<file path="src/design/uqf_pkg.sv">
// Shared types, codes and constants for the unique-key request queue.
package uqf_pkg;

  localparam int unsigned KEY_BITS          = 8;
  localparam int unsigned HANDLE_BITS       = 16;
  localparam int unsigned STATUS_BITS       = 3;
  localparam int unsigned FILL_BITS         = 5;
  localparam int unsigned QUEUE_DEPTH_DEF   = 16;

  typedef enum logic [1:0] {
    CMD_ADD    = 2'd0,
    CMD_CANCEL = 2'd1,
    CMD_POP    = 2'd2,
    CMD_NOP    = 2'd3
  } cmd_e;

  typedef enum logic [STATUS_BITS-1:0] {
    ST_DONE  = 3'd0,
    ST_DUP   = 3'd1,
    ST_FULL  = 3'd2,
    ST_EMPTY = 3'd3,
    ST_NONE  = 3'd4
  } status_e;

  typedef enum logic [1:0] {
    S_IDLE,
    S_SCAN,
    S_POP_RD,
    S_FINISH
  } state_e;

  typedef struct packed {
    logic [1:0]             command;
    logic [KEY_BITS-1:0]    requester_key;
    logic [HANDLE_BITS-1:0] request_handle;
  } in_word_t;

  typedef struct packed {
    logic [STATUS_BITS-1:0] status;
    logic [KEY_BITS-1:0]    popped_key;
    logic [HANDLE_BITS-1:0] popped_handle;
    logic [FILL_BITS-1:0]   fill_level;
  } out_word_t;

  // controller -> datapath
  typedef struct packed {
    logic accept;
    logic scan;
    logic pop_read;
    logic finish;
  } dp_cmd_t;

  // datapath -> controller
  typedef struct packed {
    logic scan_done;
    logic out_blocked;
  } dp_stat_t;

endpackage

</file>
<file path="src/design/unique_key_request_fifo.sv">
// Top level of the unique-key request queue: controller plus datapath.
// Ordered queue of (requester_key, request_handle) entries, one per key.
// Input channel (in_valid_i / in_stall_o / in_word_i) takes one command word:
//   add appends unless the key is queued or the queue is full, cancel drops
//   every entry with the key, pop returns the oldest entry.
// Output channel (out_valid_o / out_stall_i / out_word_o) returns exactly
//   one result word per command, in order, with the fill level after it.
// One command is in work at a time. Add and cancel first scan the queued
//   entries (the scan walks the entry memory one read per cycle, then the
//   last read data is checked and the scan end is seen), pop first reads
//   the head entry and code 3 goes straight on; each ends in a finish
//   step that writes the result register. No new command is taken until
//   the finish step of the last one is done.
// A finished result waits in the output register; a new command is taken
// meanwhile and only its finish step waits while out_stall_i is high.
// Reset empties the queue and clears out_valid_o; entry contents are not
// cleared and need no init pass.
module unique_key_request_fifo #(
  parameter int unsigned QUEUE_DEPTH = uqf_pkg::QUEUE_DEPTH_DEF
) (
  input  logic               clk_i,
  input  logic               rst_ni,
  input  logic               in_valid_i,
  output logic               in_stall_o,
  input  uqf_pkg::in_word_t  in_word_i,
  output logic               out_valid_o,
  input  logic               out_stall_i,
  output uqf_pkg::out_word_t out_word_o
);
  import uqf_pkg::*;

  dp_cmd_t  dp_cmd;
  dp_stat_t dp_stat;

  uqf_ctrl u_ctrl (
    .clk_i        (clk_i),
    .rst_ni       (rst_ni),
    .in_valid_i   (in_valid_i),
    .in_command_i (in_word_i.command),
    .in_stall_o   (in_stall_o),
    .dp_stat_i    (dp_stat),
    .dp_cmd_o     (dp_cmd)
  );

  uqf_datapath #(
    .QUEUE_DEPTH (QUEUE_DEPTH)
  ) u_datapath (
    .clk_i       (clk_i),
    .rst_ni      (rst_ni),
    .in_word_i   (in_word_i),
    .dp_cmd_i    (dp_cmd),
    .dp_stat_o   (dp_stat),
    .out_valid_o (out_valid_o),
    .out_stall_i (out_stall_i),
    .out_word_o  (out_word_o)
  );

endmodule

</file>
<file path="src/design/uqf_ctrl.sv">
// Sequencing state machine for the unique-key request queue.
module uqf_ctrl (
  input  logic             clk_i,
  input  logic             rst_ni,
  input  logic             in_valid_i,
  input  logic [1:0]       in_command_i,
  output logic             in_stall_o,
  input  uqf_pkg::dp_stat_t dp_stat_i,
  output uqf_pkg::dp_cmd_t  dp_cmd_o
);
  import uqf_pkg::*;

  state_e state_q, state_d;

  always_ff @(posedge clk_i or negedge rst_ni) begin
    if (!rst_ni) begin
      state_q <= S_IDLE;
    end else begin
      state_q <= state_d;
    end
  end

  always_comb begin
    state_d = state_q;
    unique case (state_q)
      S_IDLE: begin
        if (in_valid_i) begin
          case (in_command_i)
            CMD_ADD, CMD_CANCEL: state_d = S_SCAN;
            CMD_POP:             state_d = S_POP_RD;
            default:             state_d = S_FINISH;
          endcase
        end
      end
      S_SCAN: begin
        if (dp_stat_i.scan_done) state_d = S_FINISH;
      end
      S_POP_RD: state_d = S_FINISH;
      S_FINISH: begin
        if (!dp_stat_i.out_blocked) state_d = S_IDLE;
      end
      default: state_d = S_IDLE;
    endcase
  end

  always_comb begin
    in_stall_o        = (state_q != S_IDLE);
    dp_cmd_o.accept   = (state_q == S_IDLE) && in_valid_i;
    dp_cmd_o.scan     = (state_q == S_SCAN);
    dp_cmd_o.pop_read = (state_q == S_POP_RD);
    dp_cmd_o.finish   = (state_q == S_FINISH) && !dp_stat_i.out_blocked;
  end

endmodule

</file>
<file path="src/design/uqf_datapath.sv">
// Entry memory, circular pointers, scan unit and result register.
module uqf_datapath #(
  parameter int unsigned QUEUE_DEPTH = uqf_pkg::QUEUE_DEPTH_DEF
) (
  input  logic              clk_i,
  input  logic              rst_ni,
  input  uqf_pkg::in_word_t in_word_i,
  input  uqf_pkg::dp_cmd_t  dp_cmd_i,
  output uqf_pkg::dp_stat_t dp_stat_o,
  output logic              out_valid_o,
  input  logic              out_stall_i,
  output uqf_pkg::out_word_t out_word_o
);
  import uqf_pkg::*;

  localparam int unsigned PW = $clog2(QUEUE_DEPTH);
  localparam int unsigned CW = $clog2(QUEUE_DEPTH + 1);
  localparam int unsigned EW = KEY_BITS + HANDLE_BITS;

  function automatic logic [PW-1:0] wrap_add(logic [PW-1:0] a, logic [PW-1:0] b);
    logic [PW:0] s;
    s = {1'b0, a} + {1'b0, b};
    if (s >= (PW+1)'(QUEUE_DEPTH)) s = s - (PW+1)'(QUEUE_DEPTH);
    return s[PW-1:0];
  endfunction

  logic [EW-1:0] mem_q [QUEUE_DEPTH];
  logic [EW-1:0] rdata_q;

  cmd_e                   cmd_q;
  logic [KEY_BITS-1:0]    key_q;
  logic [HANDLE_BITS-1:0] handle_q;
  logic [PW-1:0]          head_q, head_d;
  logic [CW-1:0]          count_q, count_d;
  logic [CW-1:0]          idx_q, idx_d;
  logic [CW-1:0]          wr_q, wr_d;
  logic                   rv_q, rv_d;
  logic                   dup_q, dup_d;
  logic                   out_valid_q, out_valid_d;
  out_word_t              out_q, out_d;

  logic                   issue, rd_en, match, we;
  logic [PW-1:0]          rd_addr, wr_addr;
  logic [EW-1:0]          wdata;
  logic [KEY_BITS-1:0]    rd_key;

  assign rd_key = rdata_q[EW-1:HANDLE_BITS];
  assign issue  = dp_cmd_i.scan && (idx_q != count_q);
  assign rd_en  = issue || dp_cmd_i.pop_read;
  assign rd_addr = issue ? wrap_add(head_q, idx_q[PW-1:0]) : head_q;
  assign match  = rv_q && (rd_key == key_q);

  always_comb begin
    idx_d       = idx_q;
    wr_d        = wr_q;
    dup_d       = dup_q;
    rv_d        = issue;
    head_d      = head_q;
    count_d     = count_q;
    we          = 1'b0;
    wr_addr     = wrap_add(head_q, wr_q[PW-1:0]);
    wdata       = rdata_q;
    out_d       = out_q;
    out_valid_d = out_valid_q && out_stall_i;

    if (dp_cmd_i.accept) begin
      idx_d = '0;
      wr_d  = '0;
      dup_d = 1'b0;
    end
    if (issue) idx_d = idx_q + CW'(1);
    if (match) dup_d = 1'b1;
    // cancel compaction: surviving entries slide toward the head
    if (rv_q && (cmd_q == CMD_CANCEL) && !match) begin
      we   = 1'b1;
      wr_d = wr_q + CW'(1);
    end

    if (dp_cmd_i.finish) begin
      out_d.status        = ST_DONE;
      out_d.popped_key    = '0;
      out_d.popped_handle = '0;
      case (cmd_q)
        CMD_ADD: begin
          if (dup_q) begin
            out_d.status = ST_DUP;
          end else if (count_q == CW'(QUEUE_DEPTH)) begin
            out_d.status = ST_FULL;
          end else begin
            we      = 1'b1;
            wr_addr = wrap_add(head_q, count_q[PW-1:0]);
            wdata   = {key_q, handle_q};
            count_d = count_q + CW'(1);
          end
        end
        CMD_CANCEL: begin
          if (wr_q == count_q) out_d.status = ST_NONE;
          count_d = wr_q;
        end
        CMD_POP: begin
          if (count_q == '0) begin
            out_d.status = ST_EMPTY;
          end else begin
            out_d.popped_key    = rd_key;
            out_d.popped_handle = rdata_q[HANDLE_BITS-1:0];
            head_d  = (head_q == PW'(QUEUE_DEPTH - 1)) ? '0 : head_q + PW'(1);
            count_d = count_q - CW'(1);
          end
        end
        default: ;
      endcase
      out_d.fill_level = FILL_BITS'(count_d);
      out_valid_d      = 1'b1;
    end
  end

  always_ff @(posedge clk_i) begin
    if (we) mem_q[wr_addr] <= wdata;
    if (rd_en) rdata_q <= mem_q[rd_addr];
    if (dp_cmd_i.accept) begin
      cmd_q    <= cmd_e'(in_word_i.command);
      key_q    <= in_word_i.requester_key;
      handle_q <= in_word_i.request_handle;
    end
    out_q <= out_d;
  end

  always_ff @(posedge clk_i or negedge rst_ni) begin
    if (!rst_ni) begin
      head_q      <= '0;
      count_q     <= '0;
      idx_q       <= '0;
      wr_q        <= '0;
      rv_q        <= 1'b0;
      dup_q       <= 1'b0;
      out_valid_q <= 1'b0;
    end else begin
      head_q      <= head_d;
      count_q     <= count_d;
      idx_q       <= idx_d;
      wr_q        <= wr_d;
      rv_q        <= rv_d;
      dup_q       <= dup_d;
      out_valid_q <= out_valid_d;
    end
  end

  assign dp_stat_o.scan_done   = (idx_q == count_q) && !rv_q;
  assign dp_stat_o.out_blocked = out_valid_q && out_stall_i;
  assign out_valid_o = out_valid_q;
  assign out_word_o  = out_q;

  a_count_bound: assert property (@(posedge clk_i) disable iff (!rst_ni)
    count_q <= CW'(QUEUE_DEPTH))
    else $error("entry count above depth");

  a_compact_order: assert property (@(posedge clk_i) disable iff (!rst_ni)
    dp_cmd_i.scan |-> (wr_q <= idx_q) && (idx_q <= count_q))
    else $error("compaction write index passed read index");

  a_no_clobber: assert property (@(posedge clk_i) disable iff (!rst_ni)
    out_valid_q && out_stall_i |-> !dp_cmd_i.finish)
    else $error("result register overwritten while held");

endmodule
</file>
<file path="config.mk">
export PLATFORM = sky130hd
export DESIGN_NAME = unique_key_request_fifo
export DESIGN_NICKNAME = d
export VERILOG_FILES = /design/src/design/uqf_pkg.sv /design/src/design/unique_key_request_fifo.sv /design/src/design/uqf_ctrl.sv /design/src/design/uqf_datapath.sv
export SDC_FILE = /design/constraint.sdc
export NUM_CORES = 1
export LEC_CHECK = 0
export ABC_AREA = 1
export BUFFER_PORTS_ARGS = -buffer_cell sky130_fd_sc_hd__buf_4
export CORE_UTILIZATION = 50
export DETAILED_ROUTE_END_ITERATION = 8
export GPL_TIMING_DRIVEN = 1
export HOLD_SLACK_MARGIN = 0.05
export PLACE_DENSITY = 0.66
export SYNTH_ARGS = -nofsm -noshare
export SYNTH_HDL_FRONTEND = slang
export SYNTH_SLANG_ARGS = --single-unit
</file>
<file path="constraint.sdc">
create_clock -name clk_i -period 4.8 [get_ports clk_i]
set_input_delay 1.2 -clock clk_i [delete_from_list [all_inputs] [get_ports clk_i]]
set_output_delay 1.2 -clock clk_i [all_outputs]
set_load 0.01 [all_outputs]
</file>
==> impl_metrics.py <==
metrics = {
    "status": {
        "status": "complete, no violations",
    },
    "cts": {
        "clock_latency_ns": 0.62,
        "clk_pin_slew_ns": 0.06,
        "cts_tree": "yes",
        "post_cts_buffers": 0,
        "cts_sinks": 490,
        "cts_buffers": 51,
        "h-tree-depth": 2,
        "post_cts_resized": 0,
        "cts_buffer_depth": 3,
        "clock-root-buffer": "clkbuf_16",
        "cts_hold_buf": 0,
    },
    "power_and_ir_drop": {
        "intPower_mw": 10.8,
        "switching_share_pct": 43.5,
        "p_per_area_mw_per_mm2": 764,
        "p_comb_share_pct": 46.0,
        "vdd_drop_max_mv": 0.652,
        "p_switching_mw": 8.32,
        "p_clk_share_pct": 21.4,
        "p_leak_nw": 10.7,
        "sequentialPowerShare_pct": 32.5,
    },
    "floorplanning": {
        "start_util_pct": 50.8,
        "die_w_um": 211,
        "die_area_mm2": 0.0447,
        "die_h_um": 211,
        "io_pins": 64,
        "core_area_mm2": 0.0432,
        "row_count": 76,
    },
    "sta": {
        "final_max_slew_viol_count": 0,
        "finalCriticalPeriod_ns": 3.87,
        "slew_headroom_pct": 23.8,
        "hold_slack_ns": 0.489,
        "timing.final.crit_share_pct": 80.7,
        "timing.fmax_ghz": 0.258,
        "worstMarginPinSlew_ns": 1.14,
        "rsz0062_at_grt": "false",
        "hold_viol_final": 0,
        "fin_setup_tns_ns": 0,
        "finalClockSkew_ns": 0.0253,
        "setup_violations": 0,
    },
    "grt": {
        "grt_pass1_wl_um": 84200,
        "track_usage_pct": 25.1,
        "overflow": 0,
        "antenna_found_initial": 1,
        "grt_pass1_vias": 14538,
        "grt_start_max_net_pins": 97,
    },
    "drt": {
        "drt_iter0_drc": 1787,
        "wl_per_cell_um": 19.7,
        "wirelength_um": 55300,
        "via_count": 15182,
        "dr.pass1.iters": 5,
        "drc_errors": 0,
        "routed_via_density": 5.41,
        "drtAntennaViolNets": 0,
    },
    "final_layout": {
        "diodes": 0,
        "syn_to_final_growth_pct": 14.2,
        "drive_gt1_share_pct": 11.0,
        "fin_util_pct": 58.0,
        "nets": 2229,
        "stdcell_count": 2805,
    },
    "critical_path": {
        "crit_arrival_ns": 4.12,
        "rrSetupSlack_ns": 0.93,
        "slowest_delay_ns": 0.57,
        "path_max_fanout": 37,
        "path_class": "register to register",
        "r2r_cells": 13,
        "crit_slowest_cell": "dfrtp_1",
        "cp.depth": 13,
        "critPathLaunchType": "register",
        "crit_chain": "inv_2, ha_1, nand2_1, nor2_1, nand2_1, nand2_1, nor2_4, buf_4, nand2_1, o21ai_0, nand2_1, nor2_4, buf_4",
        "crit_top_cell": "nand2_1",
        "required_ns": 5.05,
        "worst-path-buf-inv": 3,
        "cp-end-kind": "register",
        "cp_top_family": "simple AND/OR/NAND/NOR gates",
    },
    "synthesis": {
        "syn-num-nets": 2152,
        "synth-async-reset-ratio_pct": 4.90,
        "ys_ff_latch": 490,
        "postSynthCellCount": 2100,
        "synthFlopType": "edfxtp_1",
        "ys_seq_area_share_pct": 66.6,
        "synth_edf_count": 466,
        "synth_cell_type_count": 34,
        "synth-warning-count": 0,
        "synth_area_mm2": 0.0219,
        "synth.avg_cell_area_um2": 10.4,
    },
    "place": {
        "dp.cells": 2709,
        "port_buffers": 63,
        "gp_congestion": 0.892,
        "dp_hpwl_um": 31200,
    },
    "hold_path": {
        "min_path_type": "input pin to asynchronous set/reset pin",
    },
    "flow_run": {
        "drv_cap": 0,
    },
}
cells in the final DEF, fill, tap and decap left out, types with 2 or more instances in the layout:
cell type	instances
nor2_2	5
or2_2	4
bufinv_16	8
o2111ai_1	2
edfxtp_1	466
nor3_1	2
clkbuf_16	51
clkinvlp_4	3
clkinv_1	10
buf_4	116
nor2_4	11
inv_1	446
fa_1	3
o22ai_1	10
dfrtp_1	24
o21ai_1	2
nand3_1	481
nor3_2	4
o21ai_0	49
nand2_1	378
nor2_1	35
o21ai_4	2
nand2_2	3
clkbuf_1	8
clkinv_2	11
inv_2	7
nand4_1	2
o221ai_1	2
a211oi_1	3
ha_1	19
clkinv_8	2
xnor2_1	11
buf_12	6
nand2_4	3
a21oi_1	8
nand3_2	3
xor2_1	12
logic make-up (layout without fill, tap and decap cells):
group | Yosys count | count (layout) | synth area share [%]
buffers and inverters | 552 | 672 | 10.1
adders and majority gates | 22 | 22 | 1.36
DFF | 490 | 490 | 66.6
AOI/OAI and AO/OA | 79 | 79 | 2.01
muxes | 1 | 1 | 0.0457
and+or+nand+nor | 932 | 932 | 19.0
xor gates and xnor gates | 24 | 24 | 0.993
synthesized netlist by cell type (all sizes together) (3+ instances only):
| cell type | n | area [um^2] |
|---|---|---|
| inv | 453 | 1700 |
| fa | 3 | 60.1 |
| o22ai | 10 | 62.6 |
| ha | 19 | 238 |
| xnor2 | 11 | 96.3 |
| clkbuf | 38 | 143 |
| nor3 | 6 | 30.0 |
| nand2 | 384 | 1450 |
| a211oi | 3 | 22.5 |
| o21ai | 53 | 273 |
| nor2 | 51 | 201 |
| dfrtp | 24 | 601 |
| a21oi | 8 | 40.0 |
| buf | 60 | 357 |
| or2 | 4 | 25.0 |
| xor2 | 13 | 121 |
| nand3 | 484 | 2430 |
| edfxtp | 466 | 14000 |
final timing paths:
kind,start,to
min in group clk_i,u_datapath.out_valid_o$_DFF_PN0_,u_datapath.out_valid_o$_DFF_PN0_
hold reg to reg,u_datapath.out_valid_o$_DFF_PN0_,u_datapath.out_valid_o$_DFF_PN0_
max in group asynchronous,rst_ni,u_datapath.out_valid_o$_DFF_PN0_
hold / removal,rst_ni,u_datapath.count_q[4]$_DFFE_PN0P_
setup reg to reg,u_datapath.count_q[1]$_DFFE_PN0P_,u_datapath.mem_q[11][11]$_DFFE_PP_
setup / recovery,u_datapath.count_q[1]$_DFFE_PN0P_,u_datapath.mem_q[11][11]$_DFFE_PP_
final cells by class:
class	instances	area [um^2]
Fill cell	3617	18100
Tap cell	585	732
Clock buffer	60	1320
Timing Repair Buffer	122	991
Inverter	454	1700
Sequential cell	490	14600
Clock inverter	36	422
Multi-Input combinational cell	1058	5270
registers in the layout, indices dropped and copies added, names as in the netlist:
name	flops
u_datapath.head_q	4
u_datapath.out_word_o	32
u_datapath.cmd_q	2
u_datapath.count_q	5
u_ctrl.state_q	2
u_datapath.key_q	8
u_datapath.rv_q	1
u_datapath.wr_q	5
u_datapath.mem_q	384
u_datapath.dup_q	1
u_datapath.out_valid_o	1
u_datapath.handle_q	16
u_datapath.rdata_q	24
u_datapath.idx_q	5
through the flow:
stage | cell area, um^2 | total power [mW] | setup slack [ns]
global route | 25000 | 20.2 | 0.735
floorplan | 21900 | 12.0 | 0.528
finish | 25000 | 19.1 | 0.929
global placement | 23300 | 14.8 | 0.791
detailed placement | 23300 | 15.0 | 0.734
CTS | 25000 | 19.1 | 0.985
layer usage:
metal / routed length (um) / share of wire (%) / up-vias / GRT usage (%)
met4: 1500 / 2.7 / 0 / 8.10
met5: 0 / 0 / - / 0
met1: 23200 / 42 / 7296 / 35.0
li1: - / - / 7055 / -
met3: 5470 / 9.9 / 113 / 5.10
met2: 25200 / 46 / 718 / 39.5
power groups by stage:
stage / clock [mW] / combinational [mW] / sequential, mW
CTS: 4.15 / 8.71 / 6.22
detailed placement: 0 / 8.65 / 6.30
global placement: 0 / 8.52 / 6.29
global route: 4.31 / 9.58 / 6.26
floorplan: 0 / 5.71 / 6.29
finish: 4.10 / 8.80 / 6.22
(Power assumes the default switching activity.)
